$ cat src/rtl/dcpb_pkg.sv
// ----------------------------------------------------------------------------
// dcpb_pkg
// Command codes, flag bytes, error codes, field widths and shared types.
// ----------------------------------------------------------------------------
`timescale 1ns / 1ps
`default_nettype none

package dcpb_pkg;

  localparam int BLK_W  = 16;
  localparam int BUF_W  = 24;
  localparam int OPND_W = 58;
  localparam int IDX_W  = 6;
  localparam int CNT_W  = 13;
  localparam int CYL_W  = 10;
  localparam int HEAD_W = 5;
  localparam int SEC_W  = 8;
  localparam int REM_W  = 13;   // remainder within one cylinder, below 31*255
  localparam int CH_W   = CYL_W + HEAD_W;
  localparam int NBLK_W = 5;

  localparam logic [7:0] CMD_SEEK   = 8'h07;
  localparam logic [7:0] CMD_SEARCH = 8'h31;
  localparam logic [7:0] CMD_BRANCH = 8'h08;
  localparam logic [7:0] CMD_READ   = 8'h06;
  localparam logic [7:0] CMD_WRITE  = 8'h05;
  // error words carry neither a command nor flags
  localparam logic [7:0] CMD_NONE   = 8'h00;

  localparam logic [7:0] FLG_SEEK   = 8'h64;
  localparam logic [7:0] FLG_SEARCH = 8'h54;
  localparam logic [7:0] FLG_BRANCH = 8'h0C;
  localparam logic [7:0] FLG_XCHG   = 8'h04;
  localparam logic [7:0] FLG_FINAL  = 8'h00;
  localparam logic [7:0] FLG_NONE   = 8'h00;

  localparam logic [1:0] ERR_NONE  = 2'd0;
  localparam logic [1:0] ERR_RANGE = 2'd1;
  localparam logic [1:0] ERR_LONG  = 2'd2;

  localparam logic [7:0] DEV_ADDR_RESET = 8'd56;

  typedef struct packed {
    logic [BLK_W-1:0] block_number;
    logic             first_block;
    logic             last_block;
    logic             read_request;
    logic [BUF_W-1:0] buffer_address;
  } dcpb_req_t;

  typedef struct packed {
    logic              out_of_range;
    logic [CYL_W-1:0]  cyl;
    logic [HEAD_W-1:0] head;
    logic [SEC_W-1:0]  sec;
  } dcpb_geom_t;

endpackage

`default_nettype wire

$ cat src/rtl/dcpb_ifs.sv
// ----------------------------------------------------------------------------
// dcpb channel interfaces
// Valid/ready channels for requests, command words and configuration.
// ----------------------------------------------------------------------------
`timescale 1ns / 1ps
`default_nettype none

interface dcpb_req_if;
  logic        valid;
  logic        ready;
  logic [15:0] block_number;
  logic        first_block;
  logic        last_block;
  logic        read_request;
  logic [23:0] buffer_address;

  modport source (output valid, block_number, first_block, last_block, read_request,
                  buffer_address, input ready);
  modport sink   (input valid, block_number, first_block, last_block, read_request,
                  buffer_address, output ready);
endinterface

interface dcpb_cmd_if;
  logic        valid;
  logic        ready;
  logic [7:0]  command_code;
  logic [7:0]  command_flags;
  logic [12:0] word_count;
  logic [7:0]  unit_code;
  logic [57:0] operand;
  logic [5:0]  program_index;
  logic [1:0]  error_code;
  logic        last_of_run;

  modport source (output valid, command_code, command_flags, word_count, unit_code,
                  operand, program_index, error_code, last_of_run, input ready);
  modport sink   (input valid, command_code, command_flags, word_count, unit_code,
                  operand, program_index, error_code, last_of_run, output ready);
endinterface

interface dcpb_cfg_if;
  logic       valid;
  logic       ready;
  logic [7:0] data;

  modport source (output valid, data, input ready);
  modport sink   (input valid, data, output ready);
endinterface

`default_nettype wire

$ cat src/rtl/disk_channel_program_builder_unit.sv
// A request passes the four geometry stages and then the result register before its first command word.
// Throughput: one command word per cycle on the result channel while command.ready is high;
//   a block gives three or four words (one for an error result).
// The 4-stage geometry pipe advances only when the result register is free to load.
// Reset (rst, synchronous): empties the pipe, clears program position, block
//   count and previous cylinder/head, and loads device_address with 56.
// ----------------------------------------------------------------------------
// disk_channel_program_builder_unit
// Builds seek/search/branch/exchange channel command words per disk block.
// ----------------------------------------------------------------------------
`timescale 1ns / 1ps
`default_nettype none

module disk_channel_program_builder_unit import dcpb_pkg::*; #(
  parameter int CYLINDERS              = 808,
  parameter int HEADS                  = 19,
  parameter int SECTORS_PER_TRACK      = 3,
  parameter int MAX_BLOCKS_PER_PROGRAM = 16,
  parameter int WORDS_PER_BLOCK        = 512
) (
  input logic        clk,
  input logic        rst,
  dcpb_cfg_if.sink   cfg,
  dcpb_req_if.sink   request,
  dcpb_cmd_if.source command
);

  typedef enum logic [1:0] {WK_SEEK, WK_SEARCH, WK_BRANCH, WK_XCHG} word_kind_t;

  localparam logic [NBLK_W-1:0] MAX_V   = NBLK_W'(MAX_BLOCKS_PER_PROGRAM);
  localparam logic [CNT_W-1:0]  COUNT_V = CNT_W'(WORDS_PER_BLOCK);

  logic [7:0]        device_address;
  logic [CH_W-1:0]   previous_cyl_head;
  logic [IDX_W-1:0]  program_position;
  logic [NBLK_W-1:0] blocks_in_program;

  // result register
  logic              e_valid;
  logic [1:0]        e_err;
  logic              e_seek;
  logic [IDX_W-1:0]  e_pos;
  logic [1:0]        e_step;
  logic [CYL_W-1:0]  e_cyl;
  logic [HEAD_W-1:0] e_head;
  logic [SEC_W-1:0]  e_sec;
  logic              e_rd;
  logic              e_last;
  logic [BUF_W-1:0]  e_buf;

  logic       g_valid;
  dcpb_req_t  g_item;
  dcpb_geom_t g_geom;
  dcpb_req_t  req_item;

  logic              pipe_move, load;
  logic [IDX_W-1:0]  pos_base;
  logic [NBLK_W-1:0] nblk_base;
  logic [CH_W-1:0]   ch;
  logic [1:0]        err;
  logic              seek;

  word_kind_t        e_kind;
  logic              e_is_last;
  logic [IDX_W-1:0]  search_idx;
  logic [OPND_W-1:0] seek_word, search_word;

  assign req_item.block_number   = request.block_number;
  assign req_item.first_block    = request.first_block;
  assign req_item.last_block     = request.last_block;
  assign req_item.read_request   = request.read_request;
  assign req_item.buffer_address = request.buffer_address;

  assign pipe_move     = !e_valid || (command.ready && e_is_last);
  assign request.ready = pipe_move;
  assign cfg.ready     = 1'b1;

  dcpb_geom #(
    .CYLINDERS         (CYLINDERS),
    .HEADS             (HEADS),
    .SECTORS_PER_TRACK (SECTORS_PER_TRACK)
  ) u_geom (
    .clk       (clk),
    .rst       (rst),
    .advance   (pipe_move),
    .in_valid  (request.valid),
    .in_item   (req_item),
    .out_valid (g_valid),
    .out_item  (g_item),
    .out_geom  (g_geom)
  );

  // decisions for the block entering the result register
  assign load      = pipe_move && g_valid;
  assign pos_base  = g_item.first_block ? '0 : program_position;
  assign nblk_base = g_item.first_block ? '0 : blocks_in_program;
  assign ch        = {g_geom.cyl, g_geom.head};
  assign seek      = (nblk_base == '0) || (ch != previous_cyl_head);

  always_comb begin
    priority if (g_geom.out_of_range) begin
      err = ERR_RANGE;
    end else if (nblk_base >= MAX_V) begin
      err = ERR_LONG;
    end else begin
      err = ERR_NONE;
    end
  end

  always_ff @(posedge clk) begin
    if (rst) begin
      device_address <= DEV_ADDR_RESET;
    end else if (cfg.valid) begin
      device_address <= cfg.data;
    end
  end

  always_ff @(posedge clk) begin
    if (rst) begin
      previous_cyl_head <= '0;
      program_position  <= '0;
      blocks_in_program <= '0;
      e_valid           <= 1'b0;
      e_step            <= '0;
    end else begin
      if (pipe_move) begin
        e_valid <= g_valid;
        e_step  <= '0;
      end else if (command.ready) begin
        e_step <= e_step + 2'd1;
      end
      if (load) begin
        if (err != ERR_NONE) begin
          program_position  <= pos_base;
          blocks_in_program <= nblk_base;
        end else begin
          program_position  <= pos_base + (seek ? IDX_W'(4) : IDX_W'(3));
          blocks_in_program <= nblk_base + NBLK_W'(1);
          previous_cyl_head <= ch;
        end
      end
    end
  end

  always_ff @(posedge clk) begin
    if (pipe_move) begin
      e_err  <= err;
      e_seek <= seek;
      e_pos  <= pos_base;
      e_cyl  <= g_geom.cyl;
      e_head <= g_geom.head;
      e_sec  <= g_geom.sec;
      e_rd   <= g_item.read_request;
      e_last <= g_item.last_block;
      e_buf  <= g_item.buffer_address;
    end
  end

  // without a seek the sequence starts at the search word
  assign e_kind      = word_kind_t'(e_step + {1'b0, !e_seek});
  assign e_is_last   = (e_err != ERR_NONE) || (e_kind == WK_XCHG);
  assign search_idx  = e_pos + (e_seek ? IDX_W'(1) : IDX_W'(0));
  assign seek_word   = {16'b0, e_cyl, 11'b0, e_head, e_sec, 8'b0};
  assign search_word = {e_cyl, 11'b0, e_head, e_sec, 24'b0};

  assign command.valid         = e_valid;
  assign command.unit_code     = device_address;
  assign command.program_index = e_pos + IDX_W'(e_step);
  assign command.error_code    = e_err;
  assign command.last_of_run   = e_is_last;

  always_comb begin
    command.command_code  = '0;
    command.command_flags = '0;
    command.word_count    = '0;
    command.operand       = '0;
    if (e_err == ERR_NONE) begin
      unique case (e_kind)
        WK_SEEK: begin
          command.command_code  = CMD_SEEK;
          command.command_flags = FLG_SEEK;
          command.operand       = seek_word;
        end
        WK_SEARCH: begin
          command.command_code  = CMD_SEARCH;
          command.command_flags = FLG_SEARCH;
          command.operand       = search_word;
        end
        WK_BRANCH: begin
          command.command_code  = CMD_BRANCH;
          command.command_flags = FLG_BRANCH;
          command.operand       = OPND_W'(search_idx);
        end
        WK_XCHG: begin
          command.command_code  = e_rd ? CMD_READ : CMD_WRITE;
          command.command_flags = e_last ? FLG_FINAL : FLG_XCHG;
          command.word_count    = COUNT_V;
          command.operand       = OPND_W'(e_buf);
        end
        default: begin
          command.command_code = '0;
        end
      endcase
    end
  end

endmodule

`default_nettype wire

$ cat src/rtl/dcpb_geom.sv
// ----------------------------------------------------------------------------
// dcpb_geom
// Four-stage split of a block number into cylinder, head and sector.
// ----------------------------------------------------------------------------
`timescale 1ns / 1ps
`default_nettype none

module dcpb_geom import dcpb_pkg::*; #(
  parameter int CYLINDERS         = 808,
  parameter int HEADS             = 19,
  parameter int SECTORS_PER_TRACK = 3
) (
  input  logic       clk,
  input  logic       rst,
  input  logic       advance,
  input  logic       in_valid,
  input  dcpb_req_t  in_item,
  output logic       out_valid,
  output dcpb_req_t  out_item,
  output dcpb_geom_t out_geom
);

  localparam int BPC   = HEADS * SECTORS_PER_TRACK;
  localparam int TOTAL = CYLINDERS * BPC;
  // reciprocal constants: exact floor division for every input of the given width
  localparam int     L1   = $clog2(BPC);
  localparam int     SH1  = BLK_W + L1;
  localparam longint M1   = ((longint'(1) << SH1) + BPC - 1) / BPC;
  localparam int     L2   = $clog2(SECTORS_PER_TRACK);
  localparam int     SH2  = REM_W + L2;
  localparam longint M2   = ((longint'(1) << SH2) + SECTORS_PER_TRACK - 1) / SECTORS_PER_TRACK;
  localparam logic [BLK_W:0] M1_V = M1[BLK_W:0];
  localparam logic [REM_W:0] M2_V = M2[REM_W:0];

  logic [3:0] vld;

  dcpb_req_t          s1_item, s2_item, s3_item, s4_item;
  logic               s2_oor, s3_oor, s4_oor;
  logic [BLK_W-1:0]   s2_cyl;
  logic [CYL_W-1:0]   s3_cyl, s4_cyl;
  logic [REM_W-1:0]   s3_rem, s4_rem;
  logic [HEAD_W-1:0]  s4_head;

  logic [2*BLK_W:0]   prod1, quo1;
  logic [31:0]        cyl_x;
  logic [BLK_W-1:0]   rem_full;
  logic [2*REM_W+1:0] prod2, quo2;
  logic [15:0]        hs_p;
  logic [REM_W-1:0]   sec_full;

  assign prod1    = (2*BLK_W+1)'(s1_item.block_number) * (2*BLK_W+1)'(M1_V);
  assign quo1     = prod1 >> SH1;
  assign cyl_x    = 32'(s2_cyl) * 32'(BPC);
  assign rem_full = s2_item.block_number - cyl_x[BLK_W-1:0];
  assign prod2    = (2*REM_W+2)'(s3_rem) * (2*REM_W+2)'(M2_V);
  assign quo2     = prod2 >> SH2;
  assign hs_p     = 16'(s4_head) * 16'(SECTORS_PER_TRACK);
  assign sec_full = s4_rem - hs_p[REM_W-1:0] + REM_W'(1);

  always_ff @(posedge clk) begin
    if (rst) begin
      vld <= '0;
    end else if (advance) begin
      vld <= {vld[2:0], in_valid};
    end
  end

  always_ff @(posedge clk) begin
    if (advance) begin
      s1_item <= in_item;

      s2_item <= s1_item;
      s2_oor  <= 32'(s1_item.block_number) >= 32'(TOTAL);
      s2_cyl  <= quo1[BLK_W-1:0];

      s3_item <= s2_item;
      s3_oor  <= s2_oor;
      s3_cyl  <= s2_cyl[CYL_W-1:0];
      s3_rem  <= rem_full[REM_W-1:0];

      s4_item <= s3_item;
      s4_oor  <= s3_oor;
      s4_cyl  <= s3_cyl;
      s4_rem  <= s3_rem;
      s4_head <= quo2[HEAD_W-1:0];
    end
  end

  assign out_valid             = vld[3];
  assign out_item              = s4_item;
  assign out_geom.out_of_range = s4_oor;
  assign out_geom.cyl          = s4_cyl;
  assign out_geom.head         = s4_head;
  assign out_geom.sec          = sec_full[SEC_W-1:0];

endmodule

`default_nettype wire

$ cat src/flat_wrapper.sv
// flat-port wrapper written by rule: the top's interface ports become plain ports
module disk_channel_program_builder_unit_flat import dcpb_pkg::*;
#(
  parameter int CYLINDERS              = 808,
  parameter int HEADS                  = 19,
  parameter int SECTORS_PER_TRACK      = 3,
  parameter int MAX_BLOCKS_PER_PROGRAM = 16,
  parameter int WORDS_PER_BLOCK        = 512
)
  (clk, rst, cfg_valid, cfg_data, cfg_ready, request_valid, request_block_number, request_first_block, request_last_block, request_read_request, request_buffer_address, request_ready, command_valid, command_command_code, command_command_flags, command_word_count, command_unit_code, command_operand, command_program_index, command_error_code, command_last_of_run, command_ready);
  dcpb_cfg_if cfg_i ();
  dcpb_req_if request_i ();
  dcpb_cmd_if command_i ();
  input logic clk;
  input logic rst;
  input wire logic [$bits(cfg_i.valid)-1:0] cfg_valid;
  input wire logic [$bits(cfg_i.data)-1:0] cfg_data;
  output wire logic [$bits(cfg_i.ready)-1:0] cfg_ready;
  input wire logic [$bits(request_i.valid)-1:0] request_valid;
  input wire logic [$bits(request_i.block_number)-1:0] request_block_number;
  input wire logic [$bits(request_i.first_block)-1:0] request_first_block;
  input wire logic [$bits(request_i.last_block)-1:0] request_last_block;
  input wire logic [$bits(request_i.read_request)-1:0] request_read_request;
  input wire logic [$bits(request_i.buffer_address)-1:0] request_buffer_address;
  output wire logic [$bits(request_i.ready)-1:0] request_ready;
  output wire logic [$bits(command_i.valid)-1:0] command_valid;
  output wire logic [$bits(command_i.command_code)-1:0] command_command_code;
  output wire logic [$bits(command_i.command_flags)-1:0] command_command_flags;
  output wire logic [$bits(command_i.word_count)-1:0] command_word_count;
  output wire logic [$bits(command_i.unit_code)-1:0] command_unit_code;
  output wire logic [$bits(command_i.operand)-1:0] command_operand;
  output wire logic [$bits(command_i.program_index)-1:0] command_program_index;
  output wire logic [$bits(command_i.error_code)-1:0] command_error_code;
  output wire logic [$bits(command_i.last_of_run)-1:0] command_last_of_run;
  input wire logic [$bits(command_i.ready)-1:0] command_ready;
  assign cfg_i.valid = cfg_valid;
  assign cfg_i.data = cfg_data;
  assign cfg_ready = cfg_i.ready;
  assign request_i.valid = request_valid;
  assign request_i.block_number = request_block_number;
  assign request_i.first_block = request_first_block;
  assign request_i.last_block = request_last_block;
  assign request_i.read_request = request_read_request;
  assign request_i.buffer_address = request_buffer_address;
  assign request_ready = request_i.ready;
  assign command_valid = command_i.valid;
  assign command_command_code = command_i.command_code;
  assign command_command_flags = command_i.command_flags;
  assign command_word_count = command_i.word_count;
  assign command_unit_code = command_i.unit_code;
  assign command_operand = command_i.operand;
  assign command_program_index = command_i.program_index;
  assign command_error_code = command_i.error_code;
  assign command_last_of_run = command_i.last_of_run;
  assign command_i.ready = command_ready;
  disk_channel_program_builder_unit #(.CYLINDERS(CYLINDERS), .HEADS(HEADS), .SECTORS_PER_TRACK(SECTORS_PER_TRACK), .MAX_BLOCKS_PER_PROGRAM(MAX_BLOCKS_PER_PROGRAM), .WORDS_PER_BLOCK(WORDS_PER_BLOCK)) u_core (.clk(clk), .rst(rst), .cfg(cfg_i), .request(request_i), .command(command_i));
endmodule
$ cat config.mk
export PLATFORM = sky130hd
export DESIGN_NAME = disk_channel_program_builder_unit_flat
export DESIGN_NICKNAME = d
export VERILOG_FILES = /design/src/rtl/dcpb_pkg.sv /design/src/rtl/dcpb_ifs.sv /design/src/rtl/disk_channel_program_builder_unit.sv /design/src/rtl/dcpb_geom.sv /design/src/flat_wrapper.sv
export SDC_FILE = /design/constraint.sdc
export NUM_CORES = 1
export LEC_CHECK = 0
export BUFFER_PORTS_ARGS = -buffer_cell sky130_fd_sc_hd__buf_2
export CAP_MARGIN = 20
export CORE_AREA = 4 4 190 192
export DETAILED_ROUTE_END_ITERATION = 12
export DIE_AREA = 0 0 194 196
export PLACE_DENSITY = 0.84
export SETUP_SLACK_MARGIN = 0.5
export SLEW_MARGIN = 0
export SYNTH_ARGS = -nofsm -noshare
export SYNTH_HDL_FRONTEND = slang
export SYNTH_SLANG_ARGS = --single-unit
$ cat constraint.sdc
create_clock -name clk -period 5.7 [get_ports clk]
set_input_delay 0 -clock clk [delete_from_list [all_inputs] [get_ports clk]]
set_output_delay 0 -clock clk [all_outputs]
set_load 0.01 [all_outputs]
Yosys cells after proc, flatten, opt, wreduce, memory -nomap -nowiden
Cells that the tools add are included.
{"block": "op_classes", "magnitude_cmp": 2, "bitwise_logic": 1, "multipliers": 4, "n_reduce_logical": 14, "n_eq_ne": 4, "addsub": 9, "muxes": 18}
{"op": "58-bit case mux with 4 select lines", "count": 1}
{"op": "8-bit case mux with 4 select lines", "count": 2}
{"op": "58-bit two-way mux", "count": 1}
{"op": "16-bit by 17-bit multiplier with 33-bit output, second input constant", "count": 1}
{"op": "13-bit by 14-bit multiplier with 20-bit output, second input constant", "count": 1}
{"op": "16-bit >= comparator, second input constant", "count": 1}
{"op": "8-bit two-way mux", "count": 2}
{"op": "15-bit inequality test", "count": 1}
{"op": "11-bit by 6-bit multiplier with 13-bit output, second input constant", "count": 1}
{"op": "13-bit two-way mux", "count": 1}
{"op": "13-bit subtractor", "count": 1}
{"op": "6-bit adder", "count": 2}
{"op": "6-bit two-way mux", "count": 2}
{"op": "10-bit two-way mux", "count": 1}
{"op": "5-bit two-way mux", "count": 2}
{"op": "8-bit by 1-bit adder with 8-bit output, second input constant", "count": 1}
{"op": "8-bit by 7-bit subtractor with 8-bit output", "count": 1}
{"op": "5-bit by 2-bit multiplier with 7-bit output, second input constant", "count": 1}
{"op": "6-bit by 2-bit adder with 6-bit output", "count": 1}
{"op": "2-bit two-way mux", "count": 3}
{"op": "3-bit two-way mux", "count": 2}
{"op": "5-bit by 1-bit adder with 5-bit output, second input constant", "count": 1}
{"op": "5-bit >= comparator, second input constant", "count": 1}
{"op": "5-bit logical NOT", "count": 1}
{"op": "13 further kinds", "count": 20}
{"block": "totals", "ff_bits": 296, "input_bits": 56, "output_inout_bits": 107}

Depth between registers and ports, before layout
Gate-level depths: netlist of the first run.
{"block": "depth", "word_depth": 8, "ltp_mapped": 20, "depth_no_buf": 20}

Cells and area by module
A second synthesis of the first run with hierarchy kept.
{"block": "unflattened", "cells_unflattened": 1499, "hier_area_um2": 19904.1}
{"mod": "dcpb_geom", "instances": 1, "cells_each": 1095, "area_each_um2": 15212.1}
{"mod": "disk_channel_program_builder_unit", "instances": 1, "cells_each": 404, "area_each_um2": 4692.0}

Worst setup path before layout of the first run
Ideal clock, no wire load.
{"block": "synth_timing", "kind": "register -> register", "from": "register u_core.e_seek", "to": "register u_core.program_position[5]", "setup_time_ns": 0.128, "arrival_time_ns": 5.888, "setup_slack_ns": -0.316, "path_stages_with_launch": 13, "path_cell_list": "edfxtp_1 inv_1 ha_1 xor2_1 ha_1 o31ai_1 nand2_1 buf_2 nand3_1 nor2_1 nand3_1 xnor2_1 nor2_1"}
{"block": "synth_via", "elab_chain_len": 7}
{"item": "from (decl)", "line_no": "disk_channel_program_builder_unit.sv:41", "source": "logic e_seek;"}
{"item": "from (signal assigned)", "line_no": "disk_channel_program_builder_unit.sv:148", "source": "e_seek <= seek;"}
{"item": "1-bit logical NOT", "line_no": "disk_channel_program_builder_unit.sv:160", "source": "assign e_kind = word_kind_t'(e_step + {1'b0, !e_seek});"}
{"item": "2-bit by 1-bit adder with 2-bit output", "line_no": "disk_channel_program_builder_unit.sv:160"}
{"item": "2-bit equality test", "line_no": "disk_channel_program_builder_unit.sv:161", "source": "assign e_is_last = (e_err != ERR_NONE) || (e_kind == WK_XCHG);"}
{"item": "1-bit logical OR", "line_no": "disk_channel_program_builder_unit.sv:161"}
{"item": "1-bit logical AND", "line_no": "disk_channel_program_builder_unit.sv:74", "source": "assign pipe_move = !e_valid || (command.ready && e_is_last);"}
{"item": "1-bit logical OR", "line_no": "disk_channel_program_builder_unit.sv:74"}
{"item": "via request_ready", "line_no": "flat_wrapper.sv:25", "source": "output wire logic [$bits(request_i.ready)-1:0] request_ready;"}
{"item": "1-bit logical AND", "line_no": "disk_channel_program_builder_unit.sv:94", "source": "assign load = pipe_move && g_valid;"}
{"item": "to (signal assigned)", "line_no": "disk_channel_program_builder_unit.sv:134", "source": "program_position <= pos_base;"}
{"item": "to (signal assigned)", "line_no": "disk_channel_program_builder_unit.sv:137", "source": "program_position <= pos_base + (seek ? IDX_W'(4) : IDX_W'(3));"}
{"item": "to (decl)", "line_no": "disk_channel_program_builder_unit.sv:35", "source": "logic [IDX_W-1:0] program_position;"}
The timed path passes the listed nets, and every way through them passes these cells.
A chain may end at the register's enable or synchronous reset.

Worst setup path after layout of the first run
{"block": "layout_timing", "from": "register u_core.u_geom.s1_item[35] (netlist bit)", "to": "register u_core.u_geom.s2_cyl[8], data pin"}
{"block": "layout_via", "elab_chain_len": 1}
{"item": "from (decl)", "line_no": "dcpb_geom.sv:37", "source": "dcpb_req_t s1_item, s2_item, s3_item, s4_item;"}
{"item": "from (signal assigned)", "line_no": "dcpb_geom.sv:70", "source": "s1_item <= in_item;"}
{"item": "16-bit by 17-bit multiplier with 33-bit output", "line_no": "dcpb_geom.sv:51", "source": "assign prod1 = (2*BLK_W+1)'(s1_item.block_number) * (2*BLK_W+1)'(M1_V);"}
{"item": "via u_core.u_geom.prod1[30]", "line_no": "dcpb_geom.sv:44", "source": "logic [2*BLK_W:0] prod1, quo1;"}
{"item": "to (signal assigned)", "line_no": "dcpb_geom.sv:74", "source": "s2_cyl <= quo1[BLK_W-1:0];"}
{"item": "to (decl)", "line_no": "dcpb_geom.sv:39", "source": "logic [BLK_W-1:0] s2_cyl;"}
The timed path passes the listed nets, and every way through them passes these cells.

==> results of run 1 <==
==> timing repair <==
item | CTS | global route
pin swaps | 18 | 29
resized for setup | 17 | 29
hold buffers | 63 | 0
setup endpoints to repair | 13 | 14
endpoints found under the hold margin | 60 | 0
buffers inserted | 26 | 12
==> layer usage <==
layer | vias to the layer above | global-route usage
met2 | 418 | 0.401
met3 | 136 | 0.0299
met1 | 5876 | 0.257
met4 | 0 | 0.0810
li1 | 5470 | -
met5 | - | 0
==> final timing paths <==
check | from | endpoint | slack, ns | cells past startpoint
max | u_core.u_geom.s1_item[35]$_DFFE_PN_ | u_core.u_geom.s2_cyl[8]$_DFFE_PN_ | 0.25 | 16
min | request_block_number[0] | u_core.u_geom.s1_item[27]$_DFFE_PN_ | 0.14 | 2
max reg2reg | u_core.u_geom.s1_item[35]$_DFFE_PN_ | u_core.u_geom.s2_cyl[8]$_DFFE_PN_ | 0.25 | 16
min reg2reg | u_core.u_geom.s1_item[24]$_DFFE_PN_ | u_core.u_geom.s2_item[24]$_DFFE_PN_ | 0.41 | 0
==> registers in the layout, summed over array words and instances, names as in the netlist, 4 cells and up <==
signal                    count
u_core.u_geom.s4_head         5
u_core.u_geom.s3_cyl         10
u_core.u_geom.s3_item        27
u_core.e_sec                  8
u_core.program_position       6
u_core.u_geom.s3_rem         13
u_core.e_buf                 24
u_core.u_geom.s4_cyl         10
u_core.u_geom.vld             4
u_core.u_geom.s2_cyl         11
u_core.e_cyl                 10
u_core.previous_cyl_head     15
u_core.command.unit_code      8
u_core.u_geom.out_item       27
u_core.e_pos                  6
u_core.u_geom.s2_item        40
u_core.u_geom.s1_item        43
u_core.u_geom.s4_rem          8
u_core.e_head                 5
u_core.blocks_in_program      5
==> Yosys cell counts (15+ instances only) <==
cell type / n
edfxtp_1: 255
dfxtp_1: 41
nor2_1: 59
buf_4: 27
xor2_1: 18
nand3_1: 18
a22o_1: 15
clkbuf_1: 20
and3_1: 29
fa_1: 152
xnor2_1: 53
o21ai_0: 23
inv_1: 303
nand2_1: 52
ha_1: 235
a21oi_1: 47
==> cell type report <==
class,count,area share
multi-input combinational,868,0.418
sequential,296,0.380
timing repair buffer,255,0.0781
inverter,303,0.0510
clock buffer,32,0.0350
tap,455,0.0255
clock inverter,23,0.0120
==> cells in the final DEF (no fill, tap or decap), types with 5 or more instances in the layout <==
| cell | count |
|---|---|
| inv_1 | 294 |
| edfxtp_1 | 255 |
| ha_1 | 220 |
| fa_1 | 144 |
| buf_2 | 138 |
| dlygate4sd3_1 | 63 |
| nor2_1 | 55 |
| xnor2_1 | 53 |
| buf_4 | 53 |
| nand2_1 | 50 |
| a21oi_1 | 41 |
| dfxtp_1 | 41 |
| clkbuf_16 | 31 |
| and3_1 | 27 |
| conb_1 | 24 |
| o21ai_0 | 18 |
| xor2_1 | 17 |
| nand3_1 | 15 |
| a22o_1 | 15 |
| nor2b_1 | 14 |
| ha_4 | 13 |
| a21o_1 | 11 |
| and2_1 | 10 |
| mux2i_1 | 10 |
| inv_2 | 9 |
| nor3_1 | 9 |
| nand4_1 | 8 |
| a22oi_1 | 8 |
| fa_2 | 8 |
| clkinv_2 | 8 |
| or2_2 | 7 |
| a21oi_2 | 7 |
| nand2b_1 | 7 |
| o21a_1 | 5 |
| bufinv_16 | 5 |
==> metrics by stage <==
stage          setup slack (ns)  utilization  instance area [um2]  hold WS, ns  cells
2_1_floorplan             0.495            -                19000       0.0989   1516
3_3_place_gp              0.268        0.585                20100        0.177   2076
3_5_place_dp             0.0854        0.585                20100        0.178   2076
4_1_cts                   0.287        0.641                22000        0.125   2220
5_1_grt                  0.0657        0.648                22300        0.132   2232
6_report                  0.248        0.648                22300        0.142   2232
==> worst max-delay path: cells and delay by family (launching register included) <==
kind | cells | cell delay [ns]
AO/OA/AOI/OAI | 4 | 0.90
flip-flops | 1 | 0.52
XOR/XNOR | 1 | 0.15
buffers and inverters | 3 | 0.24
AND/OR/NAND/NOR | 1 | 0.15
adder cells (fa/ha/maj) | 7 | 3.23
==> logic make-up (layout without fill, tap and decap cells) <==
family                     Yosys count  in the layout  synth area share
DFF                                296            296             0.451
buffers and inverters              352            613            0.0758
xor gates and xnor gates            71             71            0.0331
muxes                               11             11           0.00593
other                                2             24          0.000400
and+or+nand+nor                    229            229            0.0605
adders and majority gates          387            387             0.318
AOI/OAI and AO/OA                  146            146            0.0546
==> flow_metrics.tcl, run 1 <==
set metrics [dict create \
    status "complete, no violations" \
    crit_top_cell "fa_1" \
    clock_latency_ns 0.56 \
    timing.slew.headroom 0.392 \
    path_class "register to register" \
    grt_usage 0.216 \
    grt_overflow 0 \
    cts-root-buf "clkbuf_16" \
    rows 68 \
    postSynthCellCount 1494 \
    num-nets-final 2198 \
    drt-vias-per-instance 5.33 \
    grt_pass1_vias 12700 \
    syn_area_per_cell_um2 12.6 \
    ys_warn_count 0 \
    met1_length_um 16100 \
    arrival_ns 5.76 \
    ioPinCount 163 \
    grt_max_degree 153 \
    maxCapViolations 0 \
    crit_chain "fa_2 > buf_4 > fa_1 > ha_1 > fa_1 > fa_1 > inv_1 > fa_1 > inv_1 > ha_4 > nand4_1 > a211o_2 > o211a_1 > o21ai_2 > a31oi_1 > xnor2_1" \
    synthArstFlopShare 0 \
    max_freq_ghz 0.183 \
    synthFlopType "edfxtp_1" \
    diodes 0 \
    start_kind "register" \
    netlist_area_um2 18800 \
    core-area_um2 34400 \
    cts_buffers 31 \
    met3_wirelength_um 2090 \
    cp.required_ns 6.01 \
    wl_per_cell_um 19.0 \
    place_hpwl_um 30000 \
    final_hold_viol_count 0 \
    multi_input_area_um2 9310 \
    yosysTopAreaCellShare 0.408 \
    skew_ns 0.00970 \
    crit_path_end_kind "register" \
    crit_path_top_delay_cell "fa_2" \
    num_vias 11900 \
    setup_viol 0 \
    detail-route-antenna-nets 0 \
    antenna_found_initial 0 \
    grt_pass1_wl_um 66200 \
    tightest_slew_ns 0.911 \
    top_layer_used "met4" \
    cpPeakStageDelay_ns 0.63 \
    synth-seq-cells 296 \
    remaining_drc_errors 0 \
    placement.io_buffers 138 \
    cts-htree-levels 1 \
    synth_area_leader_cell "edfxtp_1" \
    chipWidth_um 194 \
    clock_path_buffers 3 \
    drt_iter0_markers 688 \
    yosys-top-cells-area "edfxtp_1 41%, fa_1 16%, ha_1 16%" \
    finalCriticalPeriod_ns 5.45 \
    met2_wirelength_um 22400 \
    fillers 2334 \
    rsz0062_at_grt "true" \
    clock_sinks 296 \
    dieArea_um2 38000 \
    cp_max_fo 4 \
    clkTransAtPathRegs_ns 0.06 \
    regArea_um2 8480 \
    routed_wl_um 42500 \
    drv_slew 0 \
    worst_hold_path_type "input pin to register" \
    start_util 0.547 \
    cts_tree "built" \
    gp_congestion 0.912 \
    seq_area_frac_synth 0.451 \
    die_height_um 196 \
    finalCritPeriodShare 0.956 \
    synthToLayoutAreaGrowth_pct 18.6 \
    drtPass1Iterations 5 \
    drive_gt1_frac 0.180 \
    synth_edf_count 255 \
    fin_setup_tns_ns 0 \
    yosysUniqueCellTypes 62 \
]
Power of run 1 is left out: the tool's default activity adds up to more than one toggle a clock period on the data nets, which glitch-free logic cannot reach.
==> run 2, diff against run 1 <==
- clock period: 5.7 -> 4.6 ns (I/O delays scaled with it)
==> run 2 against run 1 <==
The run now ends with negative setup slack left. Routed wire length up 13%. Flip-flop and latch count unchanged. Setup slack worse by 1.0 ns. Clock-buffer cell count up 4. Critical endpoint is now u_core.u_geom.s2_cyl[10]$_DFFE_PN_.
==> flow_metrics.tcl, run 2 (synthesis results as in run 1) <==
set metrics [dict create \
    cts-root-buf "clkbuf_16" \
    grt_max_degree 158 \
    drv_slew 0 \
    reg2reg_to "u_core.u_geom.s2_cyl[10]$_DFFE_PN_" \
    max_freq_ghz 0.186 \
    met3_wirelength_um 3200 \
    failed_checks "negative setup slack" \
    drive_gt1_frac 0.242 \
    crit_cells 17 \
    regArea_um2 8480 \
    grt_pass1_wl_um 72000 \
    core-area_um2 34400 \
    grt_pass1_vias 13600 \
    top_layer_used "met4" \
    instances_no_fill 2319 \
    clkTransAtPathRegs_ns 0.07 \
    path_class "register to register" \
    cts_tree "built" \
    worst_hold_path_type "input pin to register" \
    crit_path_end_kind "register" \
    placement.io_buffers 138 \
    largest_reg_flops 43 \
    regMostFlops "u_core.u_geom.s1_item" \
    fin_setup_tns_ns -9.61 \
    start_util 0.547 \
    die_height_um 196 \
    cts_buffers 30 \
    gp_congestion 0.883 \
    setup_viol 16 \
    multi_input_area_um2 9620 \
    cp_max_fo 4 \
    cts-htree-levels 1 \
    cp.required_ns 4.93 \
    finalWorstSetupSlack_ns -0.763 \
    finalCritPeriodShare 1.17 \
    arrival_ns 5.69 \
    dieArea_um2 38000 \
    drt-vias-per-instance 5.48 \
    routed_wl_um 47900 \
    final_cell_mix "277 x inv_1, 255 x edfxtp_1, 208 x ha_1" \
    rsz0062_at_grt "true" \
    final_util 0.677 \
    cp.buffers_inverters 3 \
    final_hold_viol_count 0 \
    crit_chain "fa_2 > buf_4 > fa_1 > ha_4 > fa_1 > fa_1 > inv_1 > fa_1 > inv_2 > ha_4 > a21oi_4 > a21boi_4 > o31ai_4 > o211ai_2 > a211o_2 > a21oi_2 > xnor2_1" \
    cpPeakStageDelay_ns 0.65 \
    grt_overflow 0 \
    rows 68 \
    holdPathStages 2 \
    clock_sinks 296 \
    met1_length_um 17700 \
    maxCapViolations 0 \
    diodes 0 \
    timing.slew.headroom 0.378 \
    rrSetupSlack_ns -0.76 \
    r2r_start "u_core.u_geom.s1_item[35]$_DFFE_PN_" \
    tightest_slew_ns 0.929 \
    reg.largest.list "u_core.u_geom.s1_item (43), u_core.u_geom.s2_item (40)" \
    remaining_drc_errors 0 \
    grt_usage 0.237 \
    status "finished with violations" \
    clock_path_buffers 3 \
    drtPass1Iterations 5 \
    crit_family "adder cells" \
    chipWidth_um 194 \
    met2_wirelength_um 24900 \
    final_common_cell "inv_1" \
    crit_path_top_delay_cell "fa_2" \
    synthToLayoutAreaGrowth_pct 23.8 \
    antenna_found_initial 0 \
    worstRegToRegCells 17 \
    num-nets-final 2283 \
    dpl.cell_count 2165 \
    crit_top_cell "fa_1" \
    fillers 2186 \
    finalCriticalPeriod_ns 5.36 \
    wl_per_cell_um 20.7 \
    crit_end "u_core.u_geom.s2_cyl[10]$_DFFE_PN_" \
    num_vias 12700 \
    place_hpwl_um 31000 \
    skew_ns 0.0293 \
    drt_iter0_markers 1039 \
    detail-route-antenna-nets 0 \
    start_kind "register" \
    startpoint "u_core.u_geom.s1_item[35]$_DFFE_PN_" \
    ioPinCount 163 \
    clock_latency_ns 0.59 \
]
## run 2: final cells by class
cell class / instances / share of cell area
inverters: 303 / 0.0492
repair buffers: 341 / 0.104
well taps: 455 / 0.0245
flip-flops and latches: 296 / 0.364
clock buffers: 36 / 0.0337
multi-input cells: 868 / 0.413
clock inverters: 20 / 0.0110
## run 2: layer usage
metal  vias to the layer above  GRT usage
li1                       5644          -
met1                      6314      0.289
met2                       595      0.428
met3                       155     0.0347
met4                         0     0.0904
met5                         -          0
## run 2: worst register-to-register path, delay by kind of cell (launching register included)
family	cells	cell delay (ns)
buffers and inverters	3	0.25
XOR/XNOR	1	0.07
AO/OA/AOI/OAI	6	1.14
flip-flops	1	0.49
adder cells (fa/ha/maj)	7	3.19
## run 2: repair_timing
action,in CTS,in global routing
endpoints found under the hold margin,63,0
gates cloned,0,0
buffers inserted,19,14
endpoints found under the setup margin,19,20
pin swaps,29,61
resized for setup,33,61
hold buffers,65,0
## run 2: worst min-delay path by stage
stage                              startpoint                                  end  slack, ns
floorplan           request_buffer_address[0]   u_core.u_geom.s1_item[0]$_DFFE_PN_        0.1
global placement    request_buffer_address[5]   u_core.u_geom.s1_item[5]$_DFFE_PN_       0.18
detailed placement   request_block_number[12]  u_core.u_geom.s1_item[39]$_DFFE_PN_       0.18
CTS                  request_block_number[12]  u_core.u_geom.s1_item[39]$_DFFE_PN_       0.11
global route             request_read_request  u_core.u_geom.s1_item[24]$_DFFE_PN_       0.11
finish                   request_read_request  u_core.u_geom.s1_item[24]$_DFFE_PN_       0.12
## run 2: per-stage QoR
step                cell area, um2  worst slack [ns]  hold WS [ns]
finish                       23300            -0.763         0.120
floorplan                    19100            -0.600        0.0989
global route                 23300            -0.949         0.113
detailed placement           20900            -0.783         0.178
global placement             20900            -0.696         0.177
CTS                          22900            -0.752         0.108
Power of run 2 is left out for the same reason.
==> run 3, diff against run 2 <==
- CORE_AREA: 4 4 190 192 -> 4 4 200 183
- CTS_BUF_LIST: unset -> sky130_fd_sc_hd__clkbuf_16
- DIE_AREA: 0 0 194 196 -> 0 0 204 187
==> run 3 against run 2 <==
The flow still finishes with violations (negative setup slack). Clock-buffer cell count down 5. Worst hold slack gained 0.024 ns. Sequential share of layout area increased by 0.34 points. Via count fell by 5.0%. Register-to-register slack about the same. Routed wire length fell by 11%. Design area fell by 0.93%. Global-route usage fell by 1.2 points. Critical path depth increased by 2.
==> flow_metrics.tcl, run 3 (synthesis results as in run 1) <==
set metrics [dict create \
    crit_chain "fa_2 > inv_2 > buf_4 > fa_1 > inv_1 > ha_1 > ha_1 > fa_1 > inv_1 > fa_1 > inv_1 > ha_1 > nand4_1 > a21oi_2 > a221oi_4 > o211ai_2 > a211o_2 > a21oi_2 > xnor2_2" \
    final_cell_mix "287 x inv_1, 255 x edfxtp_1, 213 x ha_1" \
    gp_congestion 0.897 \
    num-nets-final 2265 \
    final_util 0.667 \
    path_class "register to register" \
    cts-htree-levels 1 \
    finalCritPeriodShare 1.17 \
    grt_overflow 0 \
    failed_checks "negative setup slack" \
    cp.buffers_inverters 5 \
    drive_gt1_frac 0.221 \
    chipWidth_um 204 \
    status "finished with violations" \
    cts_tree "built" \
    fin_setup_tns_ns -7.28 \
    rows 65 \
    dieArea_um2 38100 \
    arrival_ns 5.68 \
    cp_max_fo 3 \
    num_vias 12100 \
    synthToLayoutAreaGrowth_pct 22.7 \
    clock_path_buffers 3 \
    drtPass1Iterations 5 \
    placement.io_buffers 138 \
    largest_reg_flops 43 \
    final_hold_viol_count 0 \
    clock_sinks 296 \
    grt_usage 0.225 \
    maxCapViolations 0 \
    reg.largest.list "u_core.u_geom.s1_item (43), u_core.u_geom.s2_item (40)" \
    regMostFlops "u_core.u_geom.s1_item" \
    place_hpwl_um 30900 \
    crit_path_end_kind "register" \
    crit_path_top_delay_cell "fa_2" \
    finalCriticalPeriod_ns 5.38 \
    finalWorstSetupSlack_ns -0.778 \
    grt_pass1_vias 13200 \
    start_kind "register" \
    worst_hold_path_type "input pin to register" \
    rsz0062_at_grt "true" \
    wl_per_cell_um 18.4 \
    cts_buffers 30 \
    cpPeakStageDelay_ns 0.65 \
    routed_wl_um 42700 \
    clock_latency_ns 0.56 \
    tightest_slew_ns 0.922 \
    clkTransAtPathRegs_ns 0.06 \
    setup_viol 15 \
    die_height_um 187 \
    core-area_um2 34600 \
    drv_slew 0 \
    remaining_drc_errors 0 \
    final_common_cell "inv_1" \
    cp.required_ns 4.90 \
    cts-root-buf "clkbuf_16" \
    fillers 2290 \
    timing.slew.headroom 0.385 \
    ioPinCount 163 \
    post-place-ws_ns -0.827 \
    detail-route-antenna-nets 0 \
    grt_pass1_wl_um 68800 \
    antenna_found_initial 0 \
    crit_family "adder cells" \
    start_util 0.544 \
    drt_iter0_markers 738 \
    grt_max_degree 164 \
    max_freq_ghz 0.186 \
    drt-vias-per-instance 5.22 \
    whs_ns 0.143 \
    skew_ns 0.0165 \
]
## run 3: area by class of cell
| type | count | area [um2] | area share |
|---|---|---|---|
| clock inverter | 25 | 328 | 0.0142 |
| multi-input combinational | 868 | 9470 | 0.411 |
| clock buffer | 31 | 776 | 0.0336 |
| sequential | 296 | 8480 | 0.368 |
| antenna | 1 | 2.50 | 0.000109 |
| inverter | 303 | 1140 | 0.0493 |
| timing repair buffer | 323 | 2280 | 0.0988 |
| tap | 469 | 587 | 0.0255 |
## run 3: routing by layer
| layer | global-route usage | wire length [um] | vias up |
|---|---|---|---|
| li1 | - | - | 5611 |
| met1 | 0.276 | 16700 | 5920 |
| met2 | 0.399 | 22000 | 398 |
| met3 | 0.0305 | 1930 | 149 |
| met4 | 0.0946 | 2100 | 0 |
| met5 | 0 | 0 | - |
## run 3: worst reg2reg max path: cells and delay by family (launching register included)
family | cells | cell delay [ns]
adder cells (fa/ha/maj) | 7 | 3.09
flip-flops | 1 | 0.44
buffers and inverters | 5 | 0.33
AND/OR/NAND/NOR | 1 | 0.12
XOR/XNOR | 1 | 0.09
AO/OA/AOI/OAI | 5 | 1.04
## run 3: path summary, 6_finish.rpt
kind	from	endpoint	slack (ns)	cells past startpoint
setup / recovery	u_core.u_geom.s1_item[30]$_DFFE_PN_	u_core.u_geom.s2_cyl[10]$_DFFE_PN_	-0.78	19
hold / removal	request_block_number[6]	u_core.u_geom.s1_item[33]$_DFFE_PN_	0.14	2
setup reg to reg	u_core.u_geom.s1_item[30]$_DFFE_PN_	u_core.u_geom.s2_cyl[10]$_DFFE_PN_	-0.78	19
hold reg to reg	u_core.u_geom.s2_item[12]$_DFFE_PN_	u_core.u_geom.s3_item[12]$_DFFE_PN_	0.41	0
## run 3: metrics by stage
stage,std cells,cell area (um2)
detailed placement,2169,20800
CTS,2310,22900
floorplan,1516,19100
global placement,2169,20800
global route,2315,23100
finish,2316,23100
## run 3: repair_timing
action                                  in CTS  in global routing
endpoints found under the setup margin      18                 19
resized for setup                           40                 21
hold buffers                                64                  0
endpoints found under the hold margin       61                  0
setup buffers                               21                  5
cloned                                       0                  0
pin swaps                                   32                 24
Power of run 3 is left out for the same reason.
